## config.mk

```make
export PLATFORM = sky130hd
export DESIGN_NAME = fpa_div_cell
export DESIGN_NICKNAME = d
export VERILOG_FILES = /design/src/sv/fpa_pkg.sv /design/src/sv/fpa_div_cell.sv
export SDC_FILE = /design/constraint.sdc
export NUM_CORES = 1
export LEC_CHECK = 0
export BUFFER_PORTS_ARGS = -buffer_cell sky130_fd_sc_hd__buf_2
export CAP_MARGIN = 20
export CORE_AREA = 2 2 148 150
export CTS_BUF_LIST = sky130_fd_sc_hd__clkbuf_4
export CTS_CLUSTER_DIAMETER = 30
export DETAILED_ROUTE_END_ITERATION = 10
export DIE_AREA = 0 0 150 152
export PLACE_DENSITY_LB_ADDON = 0.1
export REMOVE_ABC_BUFFERS = 1
export SLEW_MARGIN = 20
export SYNTH_ARGS = -nofsm -noshare
export SYNTH_HDL_FRONTEND = slang
export SYNTH_SLANG_ARGS = --single-unit
```

## constraint.sdc

```tcl
create_clock -name i_clk -period 4.25 [get_ports i_clk]
set_clock_uncertainty 0.05 [all_clocks]
set_input_delay 0.2125 -clock i_clk [delete_from_list [all_inputs] [get_ports i_clk]]
set_output_delay 0.2125 -clock i_clk [all_outputs]
set_load 0.005 [all_outputs]
```

## src/sv/fpa_pkg.sv

```systemverilog
// fpa_pkg: action codes, beat payload types and the saturation helper
// for the fixed-point alu; no dependencies
package fpa_pkg;

    typedef enum logic [3:0] {
        ACT_ADD     = 4'd0,
        ACT_SUB     = 4'd1,
        ACT_MUL     = 4'd2,
        ACT_DIV     = 4'd3,
        ACT_MIN     = 4'd4,
        ACT_MAX     = 4'd5,
        ACT_INC     = 4'd6,
        ACT_DEC     = 4'd7,
        ACT_TO_INT  = 4'd8,
        ACT_FROM_INT = 4'd9
    } t_action;

    localparam logic signed [31:0] W32_MAX = 32'sh7fff_ffff;
    localparam logic signed [31:0] W32_MIN = 32'sh8000_0000;

    typedef struct packed {
        logic [3:0]         action;
        logic signed [31:0] operand_a;
        logic signed [31:0] operand_b;
    } t_in_beat;

    typedef struct packed {
        logic signed [31:0] result;
        logic               a_greater;
        logic               a_less;
        logic               a_equal;
        logic               overflow;
        logic               divide_by_zero;
    } t_out_beat;

    // everything but the quotient, carried along the divider row
    typedef struct packed {
        t_out_beat beat;
        logic      is_div;
        logic      q_neg;
    } t_side;

    typedef struct packed {
        logic               ovf;
        logic signed [31:0] val;
    } t_sat;

    function automatic t_sat sat64(input logic signed [63:0] v);
        t_sat s;
        s.ovf = 1'b0;
        s.val = v[31:0];
        if (v > 64'(W32_MAX)) begin
            s.ovf = 1'b1;
            s.val = W32_MAX;
        end else if (v < 64'(W32_MIN)) begin
            s.ovf = 1'b1;
            s.val = W32_MIN;
        end
        return s;
    endfunction

endpackage

```

## src/sv/fpa_div_cell.sv

```systemverilog
// fpa_div_cell: one restoring-division step, one quotient bit per cell,
// carries the rest of the beat along; depends on fpa_pkg
module fpa_div_cell #(
    parameter int NW = 41
) (
    input  logic            i_clk,
    input  logic            i_rst_n,
    input  logic            i_en,
    input  logic            i_vld,
    input  fpa_pkg::t_side  i_side,
    input  logic [NW-1:0]   i_n,
    input  logic [33:0]     i_r,
    input  logic [33:0]     i_d,
    input  logic [NW-1:0]   i_q,
    output logic            o_vld,
    output fpa_pkg::t_side  o_side,
    output logic [NW-1:0]   o_n,
    output logic [33:0]     o_r,
    output logic [33:0]     o_d,
    output logic [NW-1:0]   o_q
);
    import fpa_pkg::*;

    logic          r_vld;
    t_side         r_side;
    logic [NW-1:0] r_n, r_q;
    logic [33:0]   r_r, r_d;
    logic [33:0]   n_r, trial;
    logic          qbit;

    always_comb begin
        // remainder stays below the divisor, so 33 bits hold it
        trial = {i_r[32:0], i_n[NW-1]};
        qbit  = trial >= i_d;
        n_r   = qbit ? trial - i_d : trial;
    end

    always_ff @(posedge i_clk) begin
        if (!i_rst_n) begin
            r_vld <= 1'b0;
        end else if (i_en) begin
            r_vld <= i_vld;
        end
        if (i_en) begin
            r_side <= i_side;
            r_n    <= {i_n[NW-2:0], 1'b0};
            r_r    <= n_r;
            r_d    <= i_d;
            r_q    <= {i_q[NW-2:0], qbit};
        end
    end

    assign o_vld  = r_vld;
    assign o_side = r_side;
    assign o_n    = r_n;
    assign o_r    = r_r;
    assign o_d    = r_d;
    assign o_q    = r_q;
endmodule

```

==> metrics.txt <==
status finished, final reports clean; Max VDD drop about 0.16 mV; initial antenna violation count 1; Final Hold Vio Count 0; PD cells about 340 nW/um^2; Num CTS Buffers 17; CP Data Required Time approximately 4600 ps; HPWL Detailed around 17000 um; CP startpoint i_n[40]; post-layout net count between 1000 and 1500; final WL 23900 um; fin crit share a little under nine tenths; RSZ-0062 raised after global routing false; row cnt 54; Setup violations, final 0; Warnings, synthesis 0; 1st-pass router iterations 4; Avg WL per Cell between 15 and 20 um; commonest cells after routing, fill and taps aside buf_2 (378), dlygate4sd3_1 (189), edfxtp_1 (188), nand2_1 (50), inv_1 (43); fraction of layout instances using a drive strength above 1 37.1%; Finished Layout Cells roughly 1400; placed cell count about 1200; Layout Cell Area excl Fill around 12000 um^2; Internal between 2 and 3 mW; Net Sw Power approximately 1.2 mW; setup bufs post-CTS 0; GR Overflow Total 0; Gate power share approximately a fifth; CTS Sinks 189; Area Growth Syn to Fin 56.1%; Vias between 6000 and 7000; clock share of power 24.6%; post-place setup slack 504 ps; total power between 4 and 5 mW; worst r2r dst o_vld; Routability Congestion between 0.7 and 0.8; Yosys reg bits ~190; Leak Pwr ~5.5 nW; final setup margin 612 ps; # fillers around 1900; global-route wire length before repair 35600 um; most common cell after layout, fill and taps aside buf_2; dpl cell area 10200 um^2; Die Area between 20000 and 25000 um^2; post-route minimum period about 3600 ps; largest net degree at the start of global routing 121; Port Buffers about 380; Hold Crit Class in2reg; Iter 0 DRT Violations 334; Post-synth EDFFs 188; htree depth 4; Starting Density 37.2%; critical path endpoint category flip-flop; R2R cell count 3; sequential area share after synthesis between 70 and 80%; boundary pin count ~380; Netlist Area Pre-Place 7950 um^2; clock buffer depth 2; switching share of total power between 20% and 30%; Mapped Cells 547; GRT Total Usage about 20%; syn_area_per_cell about 15 um^2; Die Height between 150 and 200 um; DR DRC count 0; fin. max-slew vios 0; max-cap viol count 0; start point of the worst hold path i_q[26]; CP max FO 42; Finished Core Util between 50% and 60%; Slew HR about a third; CTS tree done; crit path DAT 3950 ps; crit path kind in2reg; crit start category input port; vias in the first global route approximately 6600; clock slew at reported path FFs ~200 ps; fraction of registers with async set/reset 0%; Cells on Worst Hold Path 2; Die X ~150 um; Worst Setup EP o_r[19]; Synth cell types between 50 and 60; core area around 21000 um^2; clock root cell clkbuf_4; Via density 4.63; reg2reg start o_vld; f_max 275 MHz; Post-synth top flop edfxtp_1; reg2reg setup slack 2980 ps; share of power burned in registers a little over half; Clk Latency, worst-skew pair about 570 ps; DRT antenna net count 0; worst-margin pin slew 993 ps
==> sequential cells by signal, summed over array words and instances (netlist names) <==
| name | count |
|---|---|
| o_r | 34 |
| o_d | 34 |
| o_q | 41 |
| o_side | 39 |
| o_n | 40 |
| o_vld | 1 |
==> Yosys cell counts (all sizes together), types with 2 or more instances <==
cell	instances	area, um^2
a221oi	2	23.8
mux2	5	56.3
a31oi	3	18.8
a41oi	2	17.5
nand4	2	12.5
o31ai	5	37.5
or3	2	12.5
o2111ai	3	26.3
and2	5	31.3
a211oi	2	15.0
nand2	50	188
nor2b	3	18.8
a31o	2	17.5
edfxtp	188	5650
o21a	3	22.5
a221o	2	20.0
o21ai	42	210
nor3	9	45.0
buf	5	30.0
o22ai	3	18.8
nand3	9	45.0
ha	34	425
a21o	16	120
a21oi	34	170
and3	6	37.5
nor2	13	48.8
or2	2	12.5
inv	44	165
xnor2	13	114
clkbuf	5	18.8
xor2	14	123
==> power by group through the flow <==
| stage | Combinational (mW) | Sequential (mW) | Clock (mW) |
|---|---|---|---|
| finish | 0.861 | 2.28 | 1.03 |
| global route | 0.948 | 2.30 | 1.14 |
| CTS | 0.868 | 2.28 | 1.07 |
| detailed placement | 0.723 | 2.32 | 0 |
| global placement | 0.719 | 2.32 | 0 |
| floorplan | 0.293 | 2.35 | 0 |
==> critical path, stage by stage <==
cell and delay (ps):
dlygate4sd3_1 530, buf_2 130, inv_1 50, ha_1 150
inv_1 50, fa_1 400, a21o_1 210, a221o_1 380
a221oi_2 280, a31oi_1 250, a21o_1 280, o41ai_4 380
buf_12 260, inv_2 70, mux2_1 300
==> cell type report <==
class | instances | area [um^2] | share of cell area [%]
flip-flops and latches | 189 | 5670 | 45.7
clock buffers | 18 | 135 | 1.09
well taps | 280 | 350 | 2.83
repair buffers | 571 | 3840 | 31.0
inverters | 44 | 165 | 1.33
clock inverters | 14 | 168 | 1.35
diodes | 2 | 5.00 | 0.0404
multi-input cells | 304 | 2070 | 16.7
==> what timing repair did <==
item,in CTS,in global routing
setup endpoints to repair,0,0
hold buffers,189,0
gates resized for setup,0,0
hold endpoints to repair,188,0
==> stage by stage <==
step,setup TNS [ps],hold slack [ps]
floorplan,-41.7,261
global placement,0,339
detailed placement,0,341
CTS,0,226
global route,0,208
finish,0,265
==> kinds of logic after synthesis <==
kind of cell	after synthesis	synth area share [%]
AO/OA/AOI/OAI	130	10.5
XOR/XNOR	27	2.98
adder cells (fa/ha/maj)	35	5.61
buffers and inverters	54	2.69
flip-flops	189	71.3
multiplexers	6	0.834
other	1	0.0472
AND/OR/NAND/NOR	105	6.05
==> metal layers <==
metal	GRT usage [%]	wire length [um]	vias to the layer above
li1	-	-	3218
met1	23.4	9400	3089
met2	36.7	12300	240
met3	5.59	1700	32
met4	6.83	557	0
met5	0	0	-
==> worst min-delay path by stage <==
stage                endpoint  slack (ps)
floorplan              o_d[0]         260
global placement      o_n[39]         340
detailed placement    o_q[24]         340
CTS                   o_n[39]         230
global route        o_side[4]         210
finish                o_q[27]         260
Power figures use the tool's default switching activity.
