<file path="config.mk">
export PLATFORM = sky130hd
export DESIGN_NAME = fpa_out_buf_flat
export DESIGN_NICKNAME = d
export VERILOG_FILES = /design/src/sv/fpa_pkg.sv /design/src/sv/fpa_if.sv /design/src/sv/fpa_out_buf.sv /design/src/flat_wrapper.sv
export SDC_FILE = /design/constraint.sdc
export NUM_CORES = 1
export LEC_CHECK = 0
export BUFFER_PORTS_ARGS = -buffer_cell sky130_fd_sc_hd__clkbuf_2
export CAP_MARGIN = 30
export CORE_MARGIN = 8
export CORE_UTILIZATION = 33
export CTS_BUF_LIST = sky130_fd_sc_hd__clkbuf_8
export CTS_CLUSTER_DIAMETER = 50
export CTS_CLUSTER_SIZE = 12
export DETAILED_ROUTE_END_ITERATION = 10
export SYNTH_ARGS = -nofsm -noshare
export SYNTH_HDL_FRONTEND = slang
export SYNTH_SLANG_ARGS = --single-unit
</file>
<file path="constraint.sdc">
create_clock -name i_clk -period 3.2 [get_ports i_clk]
set_input_delay 0.16 -clock i_clk [delete_from_list [all_inputs] [get_ports i_clk]]
set_output_delay 0.16 -clock i_clk [all_outputs]
set_load 0.02 [all_outputs]
</file>
<file path="src/sv/fpa_pkg.sv">
// fpa_pkg: action codes, beat payload types and the saturation helper
// for the fixed-point alu; no dependencies
package fpa_pkg;

    typedef enum logic [3:0] {
        ACT_ADD     = 4'd0,
        ACT_SUB     = 4'd1,
        ACT_MUL     = 4'd2,
        ACT_DIV     = 4'd3,
        ACT_MIN     = 4'd4,
        ACT_MAX     = 4'd5,
        ACT_INC     = 4'd6,
        ACT_DEC     = 4'd7,
        ACT_TO_INT  = 4'd8,
        ACT_FROM_INT = 4'd9
    } t_action;

    localparam logic signed [31:0] W32_MAX = 32'sh7fff_ffff;
    localparam logic signed [31:0] W32_MIN = 32'sh8000_0000;

    typedef struct packed {
        logic [3:0]         action;
        logic signed [31:0] operand_a;
        logic signed [31:0] operand_b;
    } t_in_beat;

    typedef struct packed {
        logic signed [31:0] result;
        logic               a_greater;
        logic               a_less;
        logic               a_equal;
        logic               overflow;
        logic               divide_by_zero;
    } t_out_beat;

    // everything but the quotient, carried along the divider row
    typedef struct packed {
        t_out_beat beat;
        logic      is_div;
        logic      q_neg;
    } t_side;

    typedef struct packed {
        logic               ovf;
        logic signed [31:0] val;
    } t_sat;

    function automatic t_sat sat64(input logic signed [63:0] v);
        t_sat s;
        s.ovf = 1'b0;
        s.val = v[31:0];
        if (v > 64'(W32_MAX)) begin
            s.ovf = 1'b1;
            s.val = W32_MAX;
        end else if (v < 64'(W32_MIN)) begin
            s.ovf = 1'b1;
            s.val = W32_MIN;
        end
        return s;
    endfunction

endpackage

</file>
<file path="src/sv/fpa_if.sv">


interface fpa_out_if;
    logic               valid;
    logic               ready;
    fpa_pkg::t_out_beat data;
    modport source (output valid, output data, input ready);
    modport sink   (input valid, input data, output ready);
endinterface

</file>
<file path="src/sv/fpa_out_buf.sv">
// fpa_out_buf: output register plus skid register; ready upstream comes
// from a flop only; depends on fpa_pkg and fpa_out_if
module fpa_out_buf (
    input  logic               i_clk,
    input  logic               i_rst_n,
    input  logic               i_push,
    input  fpa_pkg::t_out_beat i_beat,
    output logic               o_room,
    fpa_out_if.source          o_out
);
    import fpa_pkg::*;

    logic      r_ov, r_sv;
    t_out_beat r_od, r_sd;

    always_ff @(posedge i_clk) begin
        if (!i_rst_n) begin
            r_ov <= 1'b0;
            r_sv <= 1'b0;
        end else if (!r_ov || o_out.ready) begin
            r_ov <= r_sv || i_push;
            r_sv <= 1'b0;
        end else if (i_push) begin
            r_sv <= 1'b1;
        end
        if (!r_ov || o_out.ready) begin
            r_od <= r_sv ? r_sd : i_beat;
        end else if (i_push) begin
            r_sd <= i_beat;
        end
    end

    assign o_room      = !r_sv;
    assign o_out.valid = r_ov;
    assign o_out.data  = r_od;
endmodule

</file>
<file path="src/flat_wrapper.sv">
// flat-port wrapper written by rule: the top's interface ports become plain ports
module fpa_out_buf_flat import fpa_pkg::*;
  (i_clk, i_rst_n, i_push, i_beat, o_room, o_out_valid, o_out_data, o_out_ready);
  fpa_out_if o_out_i ();
  input  logic i_clk;
  input  logic i_rst_n;
  input  logic i_push;
  input  fpa_pkg::t_out_beat i_beat;
  output logic o_room;
  output wire logic [$bits(o_out_i.valid)-1:0] o_out_valid;
  output wire logic [$bits(o_out_i.data)-1:0] o_out_data;
  input wire logic [$bits(o_out_i.ready)-1:0] o_out_ready;
  assign o_out_valid = o_out_i.valid;
  assign o_out_data = o_out_i.data;
  assign o_out_i.ready = o_out_ready;
  fpa_out_buf u_core (.i_clk(i_clk), .i_rst_n(i_rst_n), .i_push(i_push), .i_beat(i_beat), .o_room(o_room), .o_out(o_out_i));
endmodule
</file>
==> metrics.txt <==
status finished, final reports clean; final layout net count 277; Initial Utilization 33.9%; Buf/Inv on CP 1; top area cells in the synthesized netlist edfxtp_1 80%, mux2_2 12%, mux2_4 4.3%; Final Hold Vio Count 0; FF-to-FF Start u_core.r_sv; vias per inst 4.26; final worst-path cycle share 47.0%; clk slew on worst S/H paths 0.07 ns; DR WL/cell 15.2 µm; Lkg Pwr 1.45 nW; Worst Tran Pin Value 0.544 ns; CP Class reg -> reg; first-pass GRT wire length 8.36 mm; Net Count, Synth 165; clock tree buffer depth 2; Fmax 665 MHz; PnR Total Power 1.96 mW; FF-to-FF setup slack 1.70 ns; endpoints failing setup 0; clock skew 0.00990 ns; Reg-to-Reg End u_core.o_out.data[10]; Core Area 8220 µm²; DR vias 1478; Hold Path End u_core.r_sd[24]; GPL Wtd Cong 0.638; FILL cells 737; hold buffer count at CTS 19; Rel. slew slack 63.7%; DR DRC count 0; port bufs 79; Iteration-0 DRC Markers 50; die height 108 µm; Worst EP required 3.28 ns; setup TNS 0 ns; Largest delay share family, worst path flip-flops; hpwl dp 3.53 mm; register area share after synthesis 81.2%; largest net degree at the start of global routing 40; # IOs 80; CTS tree built; Setup Fix Bufs, Post-CTS 0; CP cell instances buf_16 > mux2_2; Routed WL 5.26 mm; Area Growth Syn to Fin 34.3%; type of origin of the critical path register; clock root buffer master clkbuf_8; Die ar. 11600 µm²; CP Capture Type register; CP Max Fanout 23; Hold Path Class in -> reg; H-Tree Level Count 3; chip width 108 µm; cells after synthesis 124; antenna violations before repair 0; sinks on the clock net 76; Hold Startpoint i_beat[24]; gr usage total 9.47%; max-cap violation count 0; fraction of layout cells with a size suffix above 1 56.8%; fin. max-slew vios 0; Max stage delay cell, worst path dfxtp_2; Clk Latency, worst-skew pair 0.34 ns; post-CTS sizing 0; pwr dens 523 nW/µm²; YS warnings 0; ANT nets after route 0; VDD IR max 0.000275 V; Crit path arrival time 1.59 ns; CP peak stage delay 0.66 ns; share of the synthesized area in the top cell type 79.7%; Rows 33; cell taking the most area after synthesis edfxtp_1; unrepaired setup endpoints after global routing false; number of global-route vias before repair 1616; Mean Syn Cell Area 22.5 µm²; Syn Std Cell Area 2790 µm²; CTS Buf Count 9; grt total ovfl 0; count of cell types in the netlist 12; Hold Path Depth 1; min Tclk post-route 1.50 ns; Pre-Repair DR Iteration Count 3; register bit total from synthesis 76; R2R depth 2
## through the flow
| step | hold slack, ns | worst slack, ns | std cells | cell area [µm²] | util [%] |
|---|---|---|---|---|---|
| after floorplan | 0.259 | 0.313 | 124 | 2790 | - |
| after global placement | 0.355 | 1.50 | 305 | 3300 | 40.1 |
| after detailed placement | 0.355 | 1.66 | 307 | 3350 | 40.8 |
| after CTS | 0.00141 | 1.65 | 342 | 3700 | 45.0 |
| after global routing | 0.000108 | 1.61 | 346 | 3740 | 45.5 |
| final | 0.0204 | 1.70 | 347 | 3740 | 45.5 |
## cell type report
| class | count | area, µm² | share of cell area, % |
|---|---|---|---|
| sequential | 76 | 2260 | 60.5 |
| timing repair buffer | 105 | 688 | 18.4 |
| multi-input combinational | 42 | 490 | 13.1 |
| tap | 105 | 131 | 3.51 |
| clock buffer | 9 | 124 | 3.31 |
| clock inverter | 7 | 35.0 | 0.936 |
| inverter | 2 | 7.51 | 0.201 |
| antenna | 1 | 2.50 | 0.0669 |
## registers in the layout, indices dropped and copies added, names as in the netlist
register            flops
u_core.o_out.data      37
u_core.r_sv             1
u_core.r_sd            37
u_core.o_out.valid      1
## cell usage after synthesis, drive strengths merged
cell	number
nor3b	1
nand2b	1
edfxtp	74
inv	2
mux2	37
nor2	2
buf	4
dfxtp	2
a21boi	1
## layer usage
| layer | global-route usage, % | part of all wire, % | vias to the layer above |
|---|---|---|---|
| li1 | - | - | 721 |
| met1 | 11.0 | 44 | 699 |
| met2 | 14.0 | 46 | 51 |
| met3 | 4.91 | 8.5 | 7 |
| met4 | 4.76 | 1.2 | 0 |
| met5 | 0 | 0 | - |
## kinds of logic (layout without fill, tap and decap cells)
kind of cell    after synthesis  count (layout)  synth area share, %
compound gates                1               1                0.270
other cells                   0               1                    0
mux                          37              37                 16.0
buf+inv                       6             123                 1.57
simple gates                  4               4                0.943
flops                        76              76                 81.2
## worst max path at each step
stage,from,end,slack [ns],depth (start not counted)
finish,u_core.r_sv,u_core.o_out.data[10],1.70,2
global route,u_core.r_sv,u_core.o_out.data[13],1.61,2
CTS,u_core.r_sv,u_core.o_out.data[10],1.65,2
detailed placement,u_core.r_sv,u_core.o_out.data[34],1.66,2
global placement,u_core.r_sv,u_core.o_out.data[7],1.50,1
floorplan,u_core.o_out.valid,u_core.r_sd[0],0.31,2
## worst register-to-register path: stages (launching register included)
cell and delay [ns]:
dfxtp_2 0.66, buf_16 0.24, mux2_2 0.35
## cell usage in the layout, fill, tap and decap left out
cell	synthesis	routed
nor3b_2	1	1
mux2_2	29	29
dlygate4sd3_1	0	23
a21boi_1	1	1
clkbuf_2	0	79
dfxtp_2	0	1
nand2b_2	0	1
clkinvlp_4	0	1
dfxtp_1	2	1
clkinv_1	0	1
clkinv_2	0	4
inv_1	2	3
buf_4	0	1
nor2_1	2	1
nor2_4	0	1
mux2_4	8	8
clkbuf_8	0	9
buf_16	0	2
diode_2	0	1
edfxtp_1	74	74
## power by group
group          switching [mW]  leakage, nW  internal [mW]  total [mW]
combinational           0.104        0.628         0.0913       0.196
sequential             0.0159        0.737           1.15        1.16
clock                   0.329       0.0874          0.270       0.600
total                   0.450         1.45           1.51        1.96
No activity file was read; power rests on OpenSTA's default activity.
