<file path="src/sv/fpa_pkg.sv">
// fpa_pkg: action codes, beat payload types and the saturation helper
// for the fixed-point alu; no dependencies
package fpa_pkg;

    typedef enum logic [3:0] {
        ACT_ADD     = 4'd0,
        ACT_SUB     = 4'd1,
        ACT_MUL     = 4'd2,
        ACT_DIV     = 4'd3,
        ACT_MIN     = 4'd4,
        ACT_MAX     = 4'd5,
        ACT_INC     = 4'd6,
        ACT_DEC     = 4'd7,
        ACT_TO_INT  = 4'd8,
        ACT_FROM_INT = 4'd9
    } t_action;

    localparam logic signed [31:0] W32_MAX = 32'sh7fff_ffff;
    localparam logic signed [31:0] W32_MIN = 32'sh8000_0000;

    typedef struct packed {
        logic [3:0]         action;
        logic signed [31:0] operand_a;
        logic signed [31:0] operand_b;
    } t_in_beat;

    typedef struct packed {
        logic signed [31:0] result;
        logic               a_greater;
        logic               a_less;
        logic               a_equal;
        logic               overflow;
        logic               divide_by_zero;
    } t_out_beat;

    // everything but the quotient, carried along the divider row
    typedef struct packed {
        t_out_beat beat;
        logic      is_div;
        logic      q_neg;
    } t_side;

    typedef struct packed {
        logic               ovf;
        logic signed [31:0] val;
    } t_sat;

    function automatic t_sat sat64(input logic signed [63:0] v);
        t_sat s;
        s.ovf = 1'b0;
        s.val = v[31:0];
        if (v > 64'(W32_MAX)) begin
            s.ovf = 1'b1;
            s.val = W32_MAX;
        end else if (v < 64'(W32_MIN)) begin
            s.ovf = 1'b1;
            s.val = W32_MIN;
        end
        return s;
    endfunction

endpackage

</file>
<file path="src/sv/fpa_front.sv">
// fpa_front: operand register with multiplier, then all non-divide actions,
// flags and divider setup; depends on fpa_pkg
module fpa_front #(
    parameter int FRACTION_BITS = 8,
    parameter int NW = 33 + FRACTION_BITS
) (
    input  logic               i_clk,
    input  logic               i_rst_n,
    input  logic               i_en,
    input  logic               i_vld,
    input  fpa_pkg::t_in_beat  i_beat,
    output logic               o_vld,
    output fpa_pkg::t_side     o_side,
    output logic [NW-1:0]      o_n,
    output logic [33:0]        o_d
);
    import fpa_pkg::*;

    logic               r_vld_a;
    logic [3:0]         r_act;
    logic signed [31:0] r_a;
    logic signed [31:0] r_b;
    logic signed [63:0] r_prod;

    logic               r_vld_b;
    t_side              r_side;
    logic [NW-1:0]      r_n;
    logic [33:0]        r_d;

    t_side              n_side;
    logic [NW-1:0]      n_n;
    logic [33:0]        n_d;

    logic signed [63:0] a64, b64, mul_v;
    logic [63:0]        mul_m, mul_q, mag_a, mag_b;
    t_sat               s_add, s_sub, s_mul, s_inc, s_dec, s_from;

    always_ff @(posedge i_clk) begin
        if (!i_rst_n) begin
            r_vld_a <= 1'b0;
            r_vld_b <= 1'b0;
        end else if (i_en) begin
            r_vld_a <= i_vld;
            r_vld_b <= r_vld_a;
        end
        if (i_en) begin
            r_act  <= i_beat.action;
            r_a    <= i_beat.operand_a;
            r_b    <= i_beat.operand_b;
            r_prod <= 64'(i_beat.operand_a) * 64'(i_beat.operand_b);
            r_side <= n_side;
            r_n    <= n_n;
            r_d    <= n_d;
        end
    end

    always_comb begin
        a64    = 64'(r_a);
        b64    = 64'(r_b);
        s_add  = sat64(a64 + b64);
        s_sub  = sat64(a64 - b64);
        s_inc  = sat64(a64 + 64'sd1);
        s_dec  = sat64(a64 - 64'sd1);
        s_from = sat64(a64 <<< FRACTION_BITS);
        // magnitude of the product, rounded half away from zero
        mul_m  = r_prod[63] ? 64'(-r_prod) : 64'(r_prod);
        mul_q  = (mul_m + (64'd1 << (FRACTION_BITS - 1))) >> FRACTION_BITS;
        mul_v  = r_prod[63] ? -$signed(mul_q) : $signed(mul_q);
        s_mul  = sat64(mul_v);
        mag_a  = r_a[31] ? 64'(-a64) : 64'(a64);
        mag_b  = r_b[31] ? 64'(-b64) : 64'(b64);
        // quotient = (2n + d) / (2d) with n = |a| << F
        n_n    = NW'((mag_a << (FRACTION_BITS + 1)) + mag_b);
        n_d    = 34'(mag_b << 1);

        n_side = '0;
        n_side.beat.a_greater = r_a > r_b;
        n_side.beat.a_less    = r_a < r_b;
        n_side.beat.a_equal   = r_a == r_b;
        n_side.q_neg          = r_a[31] ^ r_b[31];
        case (r_act)
            ACT_ADD: begin
                n_side.beat.result   = s_add.val;
                n_side.beat.overflow = s_add.ovf;
            end
            ACT_SUB: begin
                n_side.beat.result   = s_sub.val;
                n_side.beat.overflow = s_sub.ovf;
            end
            ACT_MUL: begin
                n_side.beat.result   = s_mul.val;
                n_side.beat.overflow = s_mul.ovf;
            end
            ACT_DIV: begin
                if (r_b == 32'sd0) begin
                    n_side.beat.divide_by_zero = 1'b1;
                    n_side.beat.result = (r_a > 32'sd0) ? W32_MAX :
                                         (r_a < 32'sd0) ? W32_MIN : 32'sd0;
                end else begin
                    n_side.is_div = 1'b1;
                end
            end
            ACT_MIN: n_side.beat.result = (r_a < r_b) ? r_a : r_b;
            ACT_MAX: n_side.beat.result = (r_a > r_b) ? r_a : r_b;
            ACT_INC: begin
                n_side.beat.result   = s_inc.val;
                n_side.beat.overflow = s_inc.ovf;
            end
            ACT_DEC: begin
                n_side.beat.result   = s_dec.val;
                n_side.beat.overflow = s_dec.ovf;
            end
            ACT_TO_INT: n_side.beat.result = r_a >>> FRACTION_BITS;
            ACT_FROM_INT: begin
                n_side.beat.result   = s_from.val;
                n_side.beat.overflow = s_from.ovf;
            end
            default: n_side.beat.result = 32'sd0;
        endcase
    end

    assign o_vld  = r_vld_b;
    assign o_side = r_side;
    assign o_n    = r_n;
    assign o_d    = r_d;
endmodule

</file>
<file path="config.mk">
export PLATFORM = sky130hd
export DESIGN_NAME = fpa_front
export DESIGN_NICKNAME = d
export VERILOG_FILES = /design/src/sv/fpa_pkg.sv /design/src/sv/fpa_front.sv
export SDC_FILE = /design/constraint.sdc
export NUM_CORES = 2
export LEC_CHECK = 0
export BUFFER_PORTS_ARGS = -buffer_cell sky130_fd_sc_hd__buf_2
export CAP_MARGIN = 10
export CORE_ASPECT_RATIO = 1.1
export CORE_MARGIN = 1.5
export CORE_UTILIZATION = 40
export DETAILED_ROUTE_END_ITERATION = 8
export PLACE_DENSITY = 0.54
export SYNTH_ARGS = -nofsm -noshare
export SYNTH_HDL_FRONTEND = slang
export SYNTH_SLANG_ARGS = --single-unit
</file>
<file path="constraint.sdc">
create_clock -name i_clk -period 9.7 [get_ports i_clk]
set_input_delay 2.425 -clock i_clk [delete_from_list [all_inputs] [get_ports i_clk]]
set_output_delay 2.425 -clock i_clk [all_outputs]
set_load 0.01 [all_outputs]
</file>
==> impl_results.md <==
- Root buffer cell: clkbuf_16
- Via count: 49,960
- CP bufs+invs: 14
- Initial Util: 40.44%
- Worst endpoint data arrival time: 10.03 ns
- Largest net degree at the start of global routing: 147
- Wire length of the first global-routing pass: 319.8 mm
- Die ar.: 150,500 um2
- Max Fclk: 103.3 MHz
- Worst reg2reg path endpoint: o_side[10]$_DFFE_PP_
- Area growth from synthesis to layout: 14.82%
- Total of max-cap violations: 0
- GR Util All Layers: 27.93%
- Worst setup margin: 0.01906 ns
- Final setup fails: 0
- CTS Buf Count: 26
- Critical Path Sink Type: register
- Post-DP HPWL: 173.3 mm
- Max stage delay on crit path: 0.63 ns
- Ys async rst share: 0%
- Final ANT Viol Nets: 0
- Core area: 146,600 um2
- Overall die width: 370.1 um
- Clk sink count: 238
- Req. time, crit path: 10.05 ns
- Routed WL: 208.9 mm
- Clock transition at path regs: 0.07 ns
- Largest family of logic cells by synthesized area: adder cells
- Post-layout net count: 8,681
- Row count: 147
- Vias in the first global route: 52,720
- Hold_buf cts: 0
- Final Util: 46.44%
- Grt ovf: 0
- Worst-path fanout max: 7
- Pre-Repair DR Iteration Count: 9
- Synth area leader: fa_1
- Worst Setup EP: r_prod[63]$_DFFE_PP_
- CTS tree: built
- RSZ-0062 raised after global routing: true
- Initial antenna violation count: 13
- Synth Area in Compound Gates: 10.48%
- Status: finished, violations left
- IO Count: 187
- Clock latency at the later pin of the worst-skew pair: 0.60 ns
- Worst slew pin tran: 1.230 ns
- Post-Synth Adder-Cell Area: 42.67%
- Violated checks: design-rule violations
- Number of port buffers: 185
- Post-synth cell types: 111
- Max-slew violations: 0
- R2r setup slk: 0.76 ns
- EDFF count, synth: 236
- Synth area leaders: fa_1 37%, edfxtp_1 12%, inv_1 8.0%, nand2_1 6.6%, ha_1 6.0%
- Critical path's top delay family: adder cells
- Wire per inst: 22.71 um
- Ys flop type: edfxtp_1
- H-tree Lvls: 1
- Cell count along the critical path: 35
- Post-synthesis sequential area ratio: 12.02%
- Fin crit period: 9.681 ns
- Mapped Avg Cell Area: 8.683 um2
- Xor and xnor area share after synthesis: 5.593%
- Pre-CTS setup slack: -1.398 ns
- Clock tree buffer depth: 3
- Fin Setup TNS: 0 ns
- Setup crit start kind: primary input
- Reg area: 7127 um2
- Area post-placement: 65,810 um2
- Ys Warns: 0
- Critical R2R Launch: r_prod[7]$_DFFE_PP_
- Final hold vios: 0
- Most used cell, CP: fa_1
- Area occupied by multi-input gates: 46,610 um2
- Crit Path Class: primary input to register
- Number of remaining DRC errors: 38
- Simple-gate share of the synthesized area: 17.94%
- Mux share of post-synthesis cell area: 0.6416%
- Mapped cell area: 59,280 um2
- GP Congestion: 0.9862
- 1st-iter DRT viols: 3,468
- Seq cells post-synth: 238
- Slew margin rel.: 17.82%
- Share of cells above drive strength 1: 14.09%
- Register-to-Register Path Depth: 17
- Drt via density: 5.432
- Worst hold path class: register to register
- Synthesized instance count: 6,828
- Yosys top cell area share: 36.64%
- Die Y: 406.8 um
- Crit path from: i_beat[3]
- Finished Cell Area: 68,070 um2
- Worst Skew: 0.01532 ns
- Slowest cell on crit path: fa_2
- Fin crit share: 99.80%
- Filler instances: 14,250
==> registers in the layout, summed over array words and instances (netlist names) <==
| name | flops |
|---|---|
| o_d | 24 |
| o_n | 41 |
| o_side | 39 |
| o_vld | 1 |
| r_a | 32 |
| r_act | 4 |
| r_b | 32 |
| r_prod | 64 |
| r_vld_a | 1 |
==> per-stage QoR <==
step	hold slack [ns]	instances
2_1_floorplan	0.4824	6837
3_3_place_gp	0.4917	9102
6_report	0.5237	9197
4_1_cts	0.5299	9181
5_1_grt	0.5518	9195
3_5_place_dp	0.5210	9102
==> per-layer routing <==
metal	vias up	wire length [um]	global-route usage (%)
li1	22540	-	-
met1	25270	81980	33.99
met2	1701	103800	49.66
met3	447	11220	2.487
met4	6	11900	13.32
met5	-	31	0
==> tightest hold or removal path, stage by stage, from the launching register on <==
cell     delay, ns
dfxtp_1       0.31
mux2i_1       0.11
nor2b_1       0.06
==> synthesized netlist by cell type, types with 8 or more instances <==
master     number
nor4_1         47
nand4_1        67
mux2i_1        29
a2111oi_0      15
nor2_1        253
a211o_1         9
or2_2          35
o31ai_1        43
inv_1        1259
o21bai_1       20
and4_1         10
buf_1          24
o21ai_0       170
a222oi_1       18
nand3_1       123
a21o_1         52
nand2b_1       71
and3_1         41
xor2_1        111
o221ai_1       26
or3_1          42
a21oi_1       250
nor3_1        101
buf_4          10
ha_1          286
o21a_1         21
a31oi_1        31
o41ai_1        27
a22oi_1        18
fa_1         1085
nand2_1      1050
a221o_1         9
a21boi_0       11
nand3b_1        9
o2111ai_1      18
or4_1          31
o211ai_1       29
and2_1        258
clkbuf_1      354
nor2b_1        39
a211oi_1       23
edfxtp_1      236
nor4b_1         8
o22ai_1        20
xnor2_1       265
==> logic make-up after synthesis <==
| kind of cell | after synthesis |
|---|---|
| simple gates | 2230 |
| fa+ha+maj | 1371 |
| xor+xnor | 377 |
| other cells | 1 |
| buf+inv | 1660 |
| flops | 238 |
| mux | 36 |
| compound gates | 915 |
==> cell usage in the layout, fill, tap and decap left out, types with 31 or more instances in the layout <==
| master | count |
|---|---|
| or4_1 | 31 |
| nand2_1 | 1036 |
| inv_1 | 1235 |
| or2_2 | 34 |
| fa_1 | 1062 |
| buf_2 | 160 |
| and2_1 | 256 |
| or3_1 | 42 |
| nand2b_1 | 71 |
| a21o_1 | 52 |
| and3_1 | 39 |
| nor4_1 | 46 |
| xnor2_1 | 264 |
| o31ai_1 | 42 |
| ha_1 | 265 |
| nor2_1 | 250 |
| a21oi_1 | 236 |
| nor2b_1 | 38 |
| buf_12 | 45 |
| nand4_1 | 67 |
| xor2_1 | 111 |
| buf_4 | 518 |
| edfxtp_1 | 236 |
| nor3_1 | 97 |
| nand3_1 | 121 |
| o21ai_0 | 159 |
==> worst min path at each step <==
stage | endpoint | cells after the start | startpoint | slack, ns
3_3_place_gp | o_vld$_SDFFE_PN0P_ | 2 | o_vld$_SDFFE_PN0P_ | 0.49
6_report | o_vld$_SDFFE_PN0P_ | 2 | o_vld$_SDFFE_PN0P_ | 0.52
5_1_grt | o_vld$_SDFFE_PN0P_ | 2 | o_vld$_SDFFE_PN0P_ | 0.55
2_1_floorplan | r_vld_a$_SDFFE_PN0P_ | 2 | r_vld_a$_SDFFE_PN0P_ | 0.48
4_1_cts | o_vld$_SDFFE_PN0P_ | 2 | o_vld$_SDFFE_PN0P_ | 0.53
3_5_place_dp | o_vld$_SDFFE_PN0P_ | 2 | o_vld$_SDFFE_PN0P_ | 0.52
==> cell type report <==
type	count	area share, %
Inverter	1262	6.966
Clock inverter	15	0.1930
Antenna cell	2	0.007352
Sequential cell	238	10.47
Multi-Input combinational cell	4939	68.48
Tap cell	1937	3.560
Clock buffer	33	1.026
Timing Repair Buffer	771	9.302
==> what timing repair did <==
item	CTS	global route
pin swaps	140	71
endpoints found under the hold margin	0	0
endpoints found under the setup margin	13	9
gates resized for setup	186	57
cloned	6	0
setup buffers	27	16
Power is left out: the tool's default activity adds up to more than one toggle a clock period on the data nets, which glitch-free logic cannot reach.
